==> config.mk <==
export PLATFORM = sky130hd
export DESIGN_NAME = heading_align_p_controller_core
export DESIGN_NICKNAME = d
export VERILOG_FILES = /design/src/hdl/hapc_pkg.sv /design/src/hdl/heading_align_p_controller_core.sv /design/src/hdl/hapc_datapath.sv /design/src/hdl/hapc_ctrl.sv
export SDC_FILE = /design/constraint.sdc
export NUM_CORES = 2
export LEC_CHECK = 0
export ABC_AREA = 1
export BUFFER_PORTS_ARGS = -buffer_cell sky130_fd_sc_hd__buf_2
export CAP_MARGIN = 20
export CORE_MARGIN = 1.5
export CORE_UTILIZATION = 39
export DETAILED_ROUTE_END_ITERATION = 7
export PLACE_DENSITY_LB_ADDON = 0.12
export SLEW_MARGIN = 40
export SYNTH_ARGS = -nofsm -noshare
export SYNTH_HDL_FRONTEND = slang
export SYNTH_SLANG_ARGS = --single-unit
==> constraint.sdc <==
create_clock -name i_clk -period 13.5 [get_ports i_clk]
set_clock_uncertainty 0.1 [all_clocks]
set_input_delay 0.675 -clock i_clk [delete_from_list [all_inputs] [get_ports i_clk]]
set_output_delay 0.675 -clock i_clk [all_outputs]
set_load 0.005 [all_outputs]
==> src/hdl/hapc_pkg.sv <==
// hapc_pkg: shared types, constants and the arctangent table of the heading align controller
// used by hapc_ctrl, hapc_datapath and heading_align_p_controller_core; no dependencies
`timescale 1ns / 1ps

package hapc_pkg;

    localparam int DEF_STOP_BURST   = 10;
    localparam int DEF_CORDIC_STEPS = 16;
    localparam int DEF_ANGLE_BITS   = 16;

    localparam int MAX_STEPS  = 24;
    localparam int STEP_IDX_W = 5;
    localparam int CORDIC_W   = 36;

    localparam logic [31:0] QUARTER_TURN = 32'h4000_0000;
    localparam logic [15:0] YAW_OFFSET   = 16'h4000;

    localparam logic signed [31:0] GOAL_X_RST = 32'sd0;
    localparam logic signed [31:0] GOAL_Y_RST = 32'sd0;
    localparam logic [15:0]        GAIN_RST   = 16'd13107;
    localparam logic [14:0]        THR_RST    = 15'd1043;

    localparam logic signed [15:0] RATE_MAX = 16'sh7FFF;
    localparam logic signed [15:0] RATE_MIN = -16'sh8000;

    typedef enum logic [1:0] {
        REG_GOAL_X    = 2'd0,
        REG_GOAL_Y    = 2'd1,
        REG_GAIN      = 2'd2,
        REG_ALIGN_THR = 2'd3
    } t_cfg_idx;

    typedef enum logic [3:0] {
        S_IDLE,
        S_PRE,
        S_ITER,
        S_ANG,
        S_MUL,
        S_OUT,
        S_BURST,
        S_FIN
    } t_state;

    typedef enum logic [1:0] {
        KIND_FIRST,
        KIND_STOP,
        KIND_DONE
    } t_kind;

    typedef struct packed {
        logic                  load;
        logic                  pre;
        logic                  step;
        logic [STEP_IDX_W-1:0] step_idx;
        logic                  ang;
        logic                  mul;
        logic                  emit;
        t_kind                 kind;
        logic                  res_last;
        logic                  res_done;
    } t_cmd;

    typedef struct packed {
        logic aligned;
        logic zero_yaw;
        logic out_free;
    } t_status;

    // atan(2^-i) as a fraction of a full turn, 2^32 units per turn
    function automatic logic [31:0] atan_turn(input logic [STEP_IDX_W-1:0] idx);
        logic [31:0] v;
        case (idx)
            5'd0:    v = 32'd536870912;
            5'd1:    v = 32'd316933406;
            5'd2:    v = 32'd167458907;
            5'd3:    v = 32'd85004756;
            5'd4:    v = 32'd42667331;
            5'd5:    v = 32'd21354465;
            5'd6:    v = 32'd10679838;
            5'd7:    v = 32'd5340245;
            5'd8:    v = 32'd2670163;
            5'd9:    v = 32'd1335087;
            5'd10:   v = 32'd667544;
            5'd11:   v = 32'd333772;
            5'd12:   v = 32'd166886;
            5'd13:   v = 32'd83443;
            5'd14:   v = 32'd41722;
            5'd15:   v = 32'd20861;
            5'd16:   v = 32'd10430;
            5'd17:   v = 32'd5215;
            5'd18:   v = 32'd2608;
            5'd19:   v = 32'd1304;
            5'd20:   v = 32'd652;
            5'd21:   v = 32'd326;
            5'd22:   v = 32'd163;
            5'd23:   v = 32'd81;
            default: v = 32'd0;
        endcase
        return v;
    endfunction

endpackage

==> src/hdl/heading_align_p_controller_core.sv <==
// heading_align_p_controller_core: top level of the heading align proportional controller
// instantiates hapc_ctrl and hapc_datapath, depends on hapc_pkg
//
// usage
//   input channel (i_in_valid / o_in_ready): one control tick per transfer, carrying
//   robot position (signed Q16.16) and the raw imu yaw (binary angle, 32768 = pi)
//   output channel (o_out_valid / i_out_ready): one result per transfer; o_last marks
//   the final result of a tick
//   config port: write enable, register index (0 goal_x, 1 goal_y, 2 gain,
//   3 align_threshold) and 32-bit data, taken on any clock edge with the enable high
//   results: a stop burst adds STOP_BURST more results after the first one, one per
//   cycle while the receiver takes them; once done, a tick gives a single done result
//   ticks: one at a time, set by the single iterative cordic unit; no new tick is
//   taken until the last result of the one before has been loaded
//   reset: config goes to defaults, done flag clears, no result pending
//   receiver stall: the result register holds; the sequencer waits before the next one
`timescale 1ns / 1ps

module heading_align_p_controller_core #(
    parameter int STOP_BURST   = hapc_pkg::DEF_STOP_BURST,
    parameter int CORDIC_STEPS = hapc_pkg::DEF_CORDIC_STEPS,
    parameter int ANGLE_BITS   = hapc_pkg::DEF_ANGLE_BITS
) (
    input  logic               i_clk,
    input  logic               i_rst_n,
    input  logic               i_cfg_wr_en,
    input  logic [1:0]         i_cfg_idx,
    input  logic [31:0]        i_cfg_wdata,
    input  logic               i_in_valid,
    output logic               o_in_ready,
    input  logic signed [31:0] i_robot_x,
    input  logic signed [31:0] i_robot_y,
    input  logic signed [15:0] i_imu_heading,
    output logic               o_out_valid,
    input  logic               i_out_ready,
    output logic signed [15:0] o_rate_command,
    output logic signed [15:0] o_heading_error,
    output logic               o_is_stop,
    output logic               o_done_res,
    output logic               o_last
);
    import hapc_pkg::*;

    t_cmd    cmd;
    t_status status;

    hapc_ctrl #(
        .STOP_BURST   (STOP_BURST),
        .CORDIC_STEPS (CORDIC_STEPS)
    ) u_ctrl (
        .i_clk      (i_clk),
        .i_rst_n    (i_rst_n),
        .i_in_valid (i_in_valid),
        .o_in_ready (o_in_ready),
        .i_status   (status),
        .o_cmd      (cmd)
    );

    hapc_datapath #(
        .ANGLE_BITS (ANGLE_BITS)
    ) u_datapath (
        .i_clk           (i_clk),
        .i_rst_n         (i_rst_n),
        .i_cfg_wr_en     (i_cfg_wr_en),
        .i_cfg_idx       (i_cfg_idx),
        .i_cfg_wdata     (i_cfg_wdata),
        .i_robot_x       (i_robot_x),
        .i_robot_y       (i_robot_y),
        .i_imu_heading   (i_imu_heading),
        .i_cmd           (cmd),
        .o_status        (status),
        .o_out_valid     (o_out_valid),
        .i_out_ready     (i_out_ready),
        .o_rate_command  (o_rate_command),
        .o_heading_error (o_heading_error),
        .o_is_stop       (o_is_stop),
        .o_done_res      (o_done_res),
        .o_last          (o_last)
    );

endmodule

==> src/hdl/hapc_datapath.sv <==
// hapc_datapath: config registers, iterative cordic atan2, heading error, gain multiply
// and the result register; driven by hapc_ctrl commands, depends on hapc_pkg
`timescale 1ns / 1ps

module hapc_datapath #(
    parameter int ANGLE_BITS = hapc_pkg::DEF_ANGLE_BITS
) (
    input  logic                i_clk,
    input  logic                i_rst_n,
    input  logic                i_cfg_wr_en,
    input  logic [1:0]          i_cfg_idx,
    input  logic [31:0]         i_cfg_wdata,
    input  logic signed [31:0]  i_robot_x,
    input  logic signed [31:0]  i_robot_y,
    input  logic signed [15:0]  i_imu_heading,
    input  hapc_pkg::t_cmd      i_cmd,
    output hapc_pkg::t_status   o_status,
    output logic                o_out_valid,
    input  logic                i_out_ready,
    output logic signed [15:0]  o_rate_command,
    output logic signed [15:0]  o_heading_error,
    output logic                o_is_stop,
    output logic                o_done_res,
    output logic                o_last
);
    import hapc_pkg::*;

    localparam int          DROP     = 32 - ANGLE_BITS;
    localparam logic [31:0] RND_HALF = 32'd1 << (DROP - 1);
    localparam logic [31:0] RND_MASK = ~((32'd1 << DROP) - 32'd1);

    logic signed [31:0] r_goal_x, r_goal_y;
    logic [15:0]        r_gain;
    logic [14:0]        r_thr;

    logic signed [32:0]         r_dx, r_dy;
    logic [15:0]                r_yaw_ref;
    logic                       r_zero_yaw;
    logic signed [CORDIC_W-1:0] r_x, r_y, n_x, n_y;
    logic [31:0]                r_ang, n_ang;
    logic                       r_zero_off;
    logic signed [15:0]         r_err;
    logic signed [32:0]         r_prod;
    logic                       r_aligned;

    logic                r_out_valid;
    logic signed [15:0]  r_rate, r_herr, n_rate, n_herr;
    logic                r_stop, r_done, r_last;

    logic signed [CORDIC_W-1:0] ext_dx, ext_dy, sh_x, sh_y;
    logic [31:0]                bearing, err32;
    logic signed [16:0]         err17, mag;
    logic signed [32:0]         prod_rnd;
    logic signed [16:0]         rate_wide;
    logic signed [15:0]         rate_sat;

    // config writes
    always_ff @(posedge i_clk) begin
        if (!i_rst_n) begin
            r_goal_x <= GOAL_X_RST;
            r_goal_y <= GOAL_Y_RST;
            r_gain   <= GAIN_RST;
            r_thr    <= THR_RST;
        end else if (i_cfg_wr_en) begin
            case (t_cfg_idx'(i_cfg_idx))
                REG_GOAL_X:    r_goal_x <= i_cfg_wdata;
                REG_GOAL_Y:    r_goal_y <= i_cfg_wdata;
                REG_GAIN:      r_gain   <= i_cfg_wdata[15:0];
                REG_ALIGN_THR: r_thr    <= i_cfg_wdata[14:0];
                default:       r_gain   <= r_gain;
            endcase
        end
    end

    // quadrant pre-rotation and one vectoring step
    always_comb begin
        ext_dx = CORDIC_W'(r_dx);
        ext_dy = CORDIC_W'(r_dy);
        sh_x   = r_x >>> i_cmd.step_idx;
        sh_y   = r_y >>> i_cmd.step_idx;
        n_x    = r_x;
        n_y    = r_y;
        n_ang  = r_ang;
        if (i_cmd.pre) begin
            if (r_dx < 0) begin
                if (r_dy >= 0) begin
                    n_x   = ext_dy;
                    n_y   = -ext_dx;
                    n_ang = QUARTER_TURN;
                end else begin
                    n_x   = -ext_dy;
                    n_y   = ext_dx;
                    n_ang = 32'd0 - QUARTER_TURN;
                end
            end else begin
                n_x   = ext_dx;
                n_y   = ext_dy;
                n_ang = 32'd0;
            end
        end else if (i_cmd.step) begin
            if (r_y > 0) begin
                n_x   = r_x + sh_y;
                n_y   = r_y - sh_x;
                n_ang = r_ang + atan_turn(i_cmd.step_idx);
            end else begin
                n_x   = r_x - sh_y;
                n_y   = r_y + sh_x;
                n_ang = r_ang - atan_turn(i_cmd.step_idx);
            end
        end
    end

    assign bearing = r_zero_off ? 32'd0 : ((r_ang + RND_HALF) & RND_MASK);
    assign err32   = bearing - {r_yaw_ref, 16'h0000};
    assign err17   = 17'(r_err);
    assign mag     = (err17 < 0) ? -err17 : err17;

    always_ff @(posedge i_clk) begin
        if (i_cmd.load) begin
            r_dx       <= 33'(r_goal_x) - 33'(i_robot_x);
            r_dy       <= 33'(r_goal_y) - 33'(i_robot_y);
            r_yaw_ref  <= i_imu_heading + YAW_OFFSET;
            r_zero_yaw <= (i_imu_heading == 16'sd0);
        end
        if (i_cmd.pre) begin
            r_zero_off <= (r_dx == 33'sd0) && (r_dy == 33'sd0);
        end
        if (i_cmd.pre || i_cmd.step) begin
            r_x   <= n_x;
            r_y   <= n_y;
            r_ang <= n_ang;
        end
        if (i_cmd.ang) begin
            r_err <= err32[31:16];
        end
        if (i_cmd.mul) begin
            r_prod    <= 33'(signed'({1'b0, r_gain})) * 33'(r_err);
            r_aligned <= $unsigned(mag) < {2'b00, r_thr};
        end
    end

    // round half up, then saturate
    always_comb begin
        prod_rnd  = r_prod + 33'sd32768;
        rate_wide = 17'(prod_rnd >>> 16);
        if (rate_wide > 17'(RATE_MAX)) begin
            rate_sat = RATE_MAX;
        end else if (rate_wide < 17'(RATE_MIN)) begin
            rate_sat = RATE_MIN;
        end else begin
            rate_sat = rate_wide[15:0];
        end
    end

    always_comb begin
        case (i_cmd.kind)
            KIND_FIRST: begin
                n_rate = rate_sat;
                n_herr = r_err;
            end
            KIND_STOP: begin
                n_rate = 16'sd0;
                n_herr = r_err;
            end
            default: begin
                n_rate = 16'sd0;
                n_herr = 16'sd0;
            end
        endcase
    end

    // result register
    always_ff @(posedge i_clk) begin
        if (!i_rst_n) begin
            r_out_valid <= 1'b0;
        end else if (i_cmd.emit) begin
            r_out_valid <= 1'b1;
        end else if (i_out_ready) begin
            r_out_valid <= 1'b0;
        end
    end

    always_ff @(posedge i_clk) begin
        if (i_cmd.emit) begin
            r_rate <= n_rate;
            r_herr <= n_herr;
            r_stop <= (i_cmd.kind == KIND_STOP);
            r_done <= i_cmd.res_done;
            r_last <= i_cmd.res_last;
        end
    end

    assign o_status.aligned  = r_aligned;
    assign o_status.zero_yaw = r_zero_yaw;
    assign o_status.out_free = !r_out_valid || i_out_ready;

    assign o_out_valid     = r_out_valid;
    assign o_rate_command  = r_rate;
    assign o_heading_error = r_herr;
    assign o_is_stop       = r_stop;
    assign o_done_res      = r_done;
    assign o_last          = r_last;

endmodule

==> src/hdl/hapc_ctrl.sv <==
// hapc_ctrl: sequencer for the heading align controller; counts cordic steps and stop
// bursts and holds the done flag; depends on hapc_pkg
`timescale 1ns / 1ps

module hapc_ctrl #(
    parameter int STOP_BURST   = hapc_pkg::DEF_STOP_BURST,
    parameter int CORDIC_STEPS = hapc_pkg::DEF_CORDIC_STEPS
) (
    input  logic              i_clk,
    input  logic              i_rst_n,
    input  logic              i_in_valid,
    output logic              o_in_ready,
    input  hapc_pkg::t_status i_status,
    output hapc_pkg::t_cmd    o_cmd
);
    import hapc_pkg::*;

    localparam int SCW = $clog2(CORDIC_STEPS);
    localparam int BCW = $clog2(STOP_BURST + 1);
    localparam logic [SCW-1:0] STEP_LAST  = SCW'(CORDIC_STEPS - 1);
    localparam logic [BCW-1:0] BURST_LAST = BCW'(STOP_BURST - 1);

    t_state         r_state, n_state;
    logic [SCW-1:0] r_step, n_step;
    logic [BCW-1:0] r_burst, n_burst;
    logic           r_finished, n_finished;
    logic           burst_end, need_burst;

    assign burst_end  = (r_burst == BURST_LAST);
    assign need_burst = i_status.aligned || i_status.zero_yaw;

    always_ff @(posedge i_clk) begin
        if (!i_rst_n) begin
            r_state    <= S_IDLE;
            r_step     <= '0;
            r_burst    <= '0;
            r_finished <= 1'b0;
        end else begin
            r_state    <= n_state;
            r_step     <= n_step;
            r_burst    <= n_burst;
            r_finished <= n_finished;
        end
    end

    // next state
    always_comb begin
        n_state    = r_state;
        n_step     = r_step;
        n_burst    = r_burst;
        n_finished = r_finished;
        case (r_state)
            S_IDLE: begin
                if (i_in_valid) begin
                    n_state = r_finished ? S_FIN : S_PRE;
                end
            end
            S_PRE: begin
                n_step  = '0;
                n_state = S_ITER;
            end
            S_ITER: begin
                n_step = r_step + 1'b1;
                if (r_step == STEP_LAST) begin
                    n_state = S_ANG;
                end
            end
            S_ANG: n_state = S_MUL;
            S_MUL: n_state = S_OUT;
            S_OUT: begin
                n_burst = '0;
                if (i_status.out_free) begin
                    n_state = need_burst ? S_BURST : S_IDLE;
                end
            end
            S_BURST: begin
                if (i_status.out_free) begin
                    n_burst = r_burst + 1'b1;
                    if (burst_end) begin
                        n_state = S_IDLE;
                        if (i_status.aligned) begin
                            n_finished = 1'b1;
                        end
                    end
                end
            end
            S_FIN: begin
                if (i_status.out_free) begin
                    n_state = S_IDLE;
                end
            end
            default: n_state = S_IDLE;
        endcase
    end

    // commands
    always_comb begin
        o_in_ready      = 1'b0;
        o_cmd           = '0;
        o_cmd.kind      = KIND_FIRST;
        o_cmd.step_idx  = STEP_IDX_W'(r_step);
        case (r_state)
            S_IDLE: begin
                o_in_ready = 1'b1;
                o_cmd.load = i_in_valid;
            end
            S_PRE:  o_cmd.pre  = 1'b1;
            S_ITER: o_cmd.step = 1'b1;
            S_ANG:  o_cmd.ang  = 1'b1;
            S_MUL:  o_cmd.mul  = 1'b1;
            S_OUT: begin
                o_cmd.emit     = i_status.out_free;
                o_cmd.kind     = KIND_FIRST;
                o_cmd.res_last = !need_burst;
            end
            S_BURST: begin
                o_cmd.emit     = i_status.out_free;
                o_cmd.kind     = KIND_STOP;
                o_cmd.res_last = burst_end;
                o_cmd.res_done = burst_end && i_status.aligned;
            end
            S_FIN: begin
                o_cmd.emit     = i_status.out_free;
                o_cmd.kind     = KIND_DONE;
                o_cmd.res_last = 1'b1;
                o_cmd.res_done = 1'b1;
            end
            default: o_in_ready = 1'b0;
        endcase
    end

endmodule

; ---- Yosys cells after proc, flatten, opt, wreduce, memory -nomap -nowiden
; Memories as Yosys holds them, arrays and structs flattened. A register that Yosys moved wholly into a read port is not among the register bits.
; Index checks and enable logic that the tools add are counted.
[word_totals]
input_bits = 119
rom_bits = 1920
output_inout_bits = 37
mem_count = 2
word_cells = 153
reg_bits = 382
[mem_list]
columns = memory, words, word_bits, rd, rd_ports_with_merged_regs, wr, line_no
row1 = (name not given), 32, 30, 1, 1, 0, hapc_pkg.sv:72  ; case (idx)
row2 = (name not given), 32, 30, 1, 1, 0, hapc_pkg.sv:72
[op_classes]
shift = 2
n_mul = 1
bitwise = 1
add_sub_neg = 17
order_cmp = 7
reduce_logical = 27
n_mux = 51
n_eq_ne = 19
[op_table]
columns = operator, n
row1 = 2-to-1 mux 32 bit, 12
row2 = 2-to-1 mux 36 bit, 10
row3 = adder 36 bit, 2
row4 = negation 33 -> 36 bit, 2
row5 = >>> shifter 36 x 4 -> 36 bit, 2
row6 = subtractor 36 bit, 2
row7 = zero test 33 bit, 2
row8 = subtractor 32 x 32 -> 33 bit, 2
row9 = subtractor 32 bit, 2
row10 = "greater-than comparator 36 x 1 -> 1 bit, second input constant", 1
row11 = "adder 33 x 17 -> 33 bit, second input constant", 1
row12 = "greater-or-equal comparator 33 x 1 -> 1 bit, second input constant", 1
row13 = "less-than comparator 33 x 1 -> 1 bit, second input constant", 1
row14 = multiplier 17 x 16 -> 33 bit, 1
row15 = "adder 32 x 16 -> 32 bit, second input constant", 1
row16 = adder 32 bit, 1
row17 = case mux 4 bit (8 select lines), 1
row18 = 2-to-1 mux 4 bit, 7
row19 = 2-to-1 mux 5 bit, 4
row20 = "greater-than comparator 17 x 16 -> 1 bit, second input constant", 1
row21 = less-than comparator 17 x 15 -> 1 bit, 1
row22 = "less-than comparator 17 x 16 -> 1 bit, second input constant", 1
row23 = 2-to-1 mux 17 bit, 1
row24 = negation 16 -> 17 bit, 1
row25 = other kinds (30), 65

; ---- Logic depth before layout (Yosys ltp)
[logic_depth]
depth_word = 8
depth_mapped = 32
mapped_depth_nobuf = 30

; ---- Hierarchy
; From an unflattened synthesis, not the netlist that was laid out.
[unflattened]
hier_cells = 6028
area_unflattened_um2 = 42256.8
[by_module_without_submodules]
columns = mod, seq_area_each_um2, area_each_um2, cells_each, n_inst
row1 = hapc_datapath, 9669.3, 41471.0, 5917, 1
row2 = hapc_ctrl, 240.2, 785.8, 111, 1

; ---- Least setup slack after synthesis
; OpenSTA, ideal clock, no wires.
[synth_path]
kind = register -> register
from = reg u_datapath.r_err[15]
to = reg u_datapath.r_prod[29] (data pin)
required_ps = 13140
n_path_buf = 2
path_stages_with_launch = 20
setup_time_ps = 260
synth_period_minus_slack_ps = 5875
arrival_time_ps = 5515
path_slack_ps = 7625
cell_sequence = edfxtp_1 inv_1 clkbuf_1 clkbuf_1 nor2_1 fa_1 fa_1 fa_1 fa_1 fa_1 inv_1 fa_1 inv_1 ha_1 a21oi_1 o21a_1 o21ai_0 a221oi_1 nand2_1 xor2_1
[synth_via]
elab_chain_len = 1
[synth_lines]
columns = element, line_no
row1 = from (decl), hapc_datapath.sv:42  ; logic signed [15:0] r_err;
row2 = from (signal assigned), hapc_datapath.sv:134  ; r_err <= err32[31:16];
row3 = multiplier 17 x 16 -> 33 bit, hapc_datapath.sv:137  ; r_prod <= 33'(signed'({1'b0, r_gain})) * 33'(r_err);
row4 = to (signal assigned), hapc_datapath.sv:137
row5 = to (decl), hapc_datapath.sv:43  ; logic signed [32:0] r_prod;
; Every way passes these cells.
; A chain may end at the register's enable or synchronous reset.

; ---- Worst setup path in the final report
[layout_path]
from = reg u_datapath.r_err[15]
to = reg u_datapath.r_prod[28] (data pin)
; Same word-level chain as after synthesis.

==> impl_metrics.tcl <==
set metrics [dict create \
    status "complete, no violations" \
    maxCapViolations 0 \
    initial_core_util_pct 39.2 \
    viasPerCell 5.29 \
    critical_path_class "flip-flop to flip-flop" \
    path_clk_slew_ps 60 \
    grt_pass1_wl_mm 220 \
    routed_wl_mm 141 \
    fp.dieArea_sq_mm 0.109 \
    antenna_left 0 \
    finalCritPeriodShare_pct 49.0 \
    grt_max_degree 95 \
    route.vias.total 39000 \
    hp-class "input pin to flip-flop" \
    finalCriticalPeriod_ps 6610 \
    avgSynthCellArea_sq_um 7.12 \
    layout_common_cells "nand2_1 (1214), inv_1 (869), nor2_1 (574)" \
    rows 120 \
    coreArea_sq_mm 0.107 \
    drt-initial-drc-count 3557 \
    min_path_cells 1 \
    syn2layout_area_growth_pct 9.08 \
    crit_required_ps 13800 \
    final_common_cell "nand2_1" \
    antenna_found_initial 5 \
    clkSinkCount 396 \
    postCtsSetupBuffers 0 \
    clock_path_buffers 3 \
    synth.yosys.warnings 0 \
    fmax_mhz 151 \
    ioPinCount 156 \
    tightest_slew_ps 900 \
    synth_flop_cell "edfxtp_1" \
    syn_area_sq_mm 0.0419 \
    avgRoutedWirePerCell_um 19.1 \
    insertion_delay_ps 680 \
    synth_seq_cells 396 \
    grt_util_all_layers_pct 25.8 \
    grt_overflow 0 \
    cts_buffers 50 \
    synth-seq-area-share_pct 25.1 \
    drc 0 \
    dieWidth_um 331 \
    globalplace.congestion 0.922 \
    rrSetupSlack_ps 6890 \
    cts_hold_buf 0 \
    grt_pass1_vias 37700 \
    critPathMaxFanout 21 \
    async_reset_ff_share_pct 0 \
    firstDrtPassIters 6 \
    cts_tree "done" \
    io_buffers 155 \
    syn_inst 5890 \
    synthesis.nets 6541 \
    max_slew_margin_pct 39.9 \
    synth_edf_count 258 \
    endpoint_kind "flip-flop" \
    drive_above_1_share_pct 6.88 \
    final_nets 6584 \
    rsz0062_at_grt "false" \
    fin_tns_setup_ps 0 \
    diodes 0 \
    dp_hpwl_mm 111 \
    r2r_cells 22 \
    setup_viol 0 \
    hold_violations 0 \
    fin_util_pct 42.8 \
    critPathArrivalTime_ps 6910 \
    cts_resized 0 \
    slew_viol_final 0 \
    die_h_um 331 \
    startpoint_type "flip-flop" \
    cts_root_buffer "clkbuf_16" \
    yosysUniqueCellTypes 66 \
    cts_max_level 2 \
]
## worst paths after layout
kind / from / endpoint
setup reg to reg: u_datapath.r_err[15] / u_datapath.r_prod[28]
hold reg to reg: u_ctrl.r_finished / u_ctrl.r_finished
setup / recovery: u_datapath.r_err[15] / u_datapath.r_prod[28]
hold / removal: i_imu_heading[13] / u_datapath.r_yaw_ref[13]
## per-stage QoR
| stage | std cells | worst slack [ps] | hold WS [ps] | cell area (sq um) |
|---|---|---|---|---|
| floorplan | 5890 | 7620 | 329 | 41900 |
| global placement | 7277 | 7000 | 350 | 43900 |
| detailed placement | 7281 | 6890 | 357 | 43900 |
| CTS | 7374 | 6830 | 73.6 | 45700 |
| global route | 7377 | 6340 | 81.5 | 45700 |
| finish | 7377 | 6890 | 128 | 45700 |
## layout make-up
type | instances | area (sq um)
fillers | 11400 | 61200
multi-input cells | 4396 | 27200
flip-flops and latches | 396 | 10500
inverters | 888 | 3340
well taps | 1403 | 1760
clock buffers | 57 | 1350
repair buffers | 201 | 1170
clock inverters | 36 | 389
## layer usage
layer | global-route usage [%] | up-vias | wire length (um)
met5 | 0 | - | 0
met4 | 5.36 | 0 | 2760
met3 | 2.71 | 134 | 7470
met2 | 40.3 | 1053 | 61600
met1 | 38.2 | 18400 | 69100
li1 | - | 19500 | -
## worst max-delay path: stages (launching register included)
cell and delay, ps:
edfxtp_1 630, inv_1 450, or2_2 430, fa_1 510
fa_1 550, inv_1 50, fa_1 510, fa_1 520
fa_1 540, inv_1 50, fa_1 530, inv_1 40
ha_1 340, a21oi_1 240, o21ai_0 120, a21oi_1 130
nand2_1 180, nand2_1 100, nand2_1 80, nand3_1 100
nand2_1 50, nand2_1 50, nand2_1 50
## synthesized netlist by cell type (all sizes together) (3+ instances only)
cell type  count  area share, %
nor3          76           0.98
o221a          3          0.081
nand4         48           0.73
o21ai        420            5.1
a211oi        14           0.25
o21a          26           0.47
mux2i          4          0.095
a21o          21           0.38
and3           5          0.075
a22oi          5          0.090
o22ai          3          0.045
a21oi        414            5.0
nor4          29           0.43
o31ai         13           0.23
o21bai        11           0.20
fa           199            9.5
a21boi        12           0.21
a31oi         48           0.72
a221oi         5           0.10
xor2         159            3.3
clkinv         5          0.048
nand3        521            6.4
or2           21           0.31
nand3b         9           0.16
xnor2        102            2.1
edfxtp       258             18
o221ai        13           0.27
buf           68           0.98
nor3b          3          0.066
nor2         595            5.5
o211ai        28           0.50
nand2       1242             11
clkbuf       142            1.3
inv          883            7.9
dfxtp        138            6.6
ha           333            9.9
## registers in the layout (all words and copies together) (netlist names), 18 cells and up, named ones only
register and flops:
u_datapath.r_goal_y 32, u_datapath.r_dy 33, u_datapath.r_y 36, u_datapath.r_x 36, u_datapath.r_dx 33, u_datapath.r_prod 18, u_datapath.r_goal_x 32, u_datapath.r_ang 32
## cells by family after synthesis
kind of cell	Yosys count	synth area share (%)
simple gates	2552	25.9
buf+inv	1098	10.2
compound gates	1047	13.8
fa+ha+maj	532	19.4
flops	396	25.1
xor+xnor	261	5.45
mux	4	0.0955
Power is not shown: default switching activity piles up to over one toggle a cycle in this logic, so the estimate is an artifact.
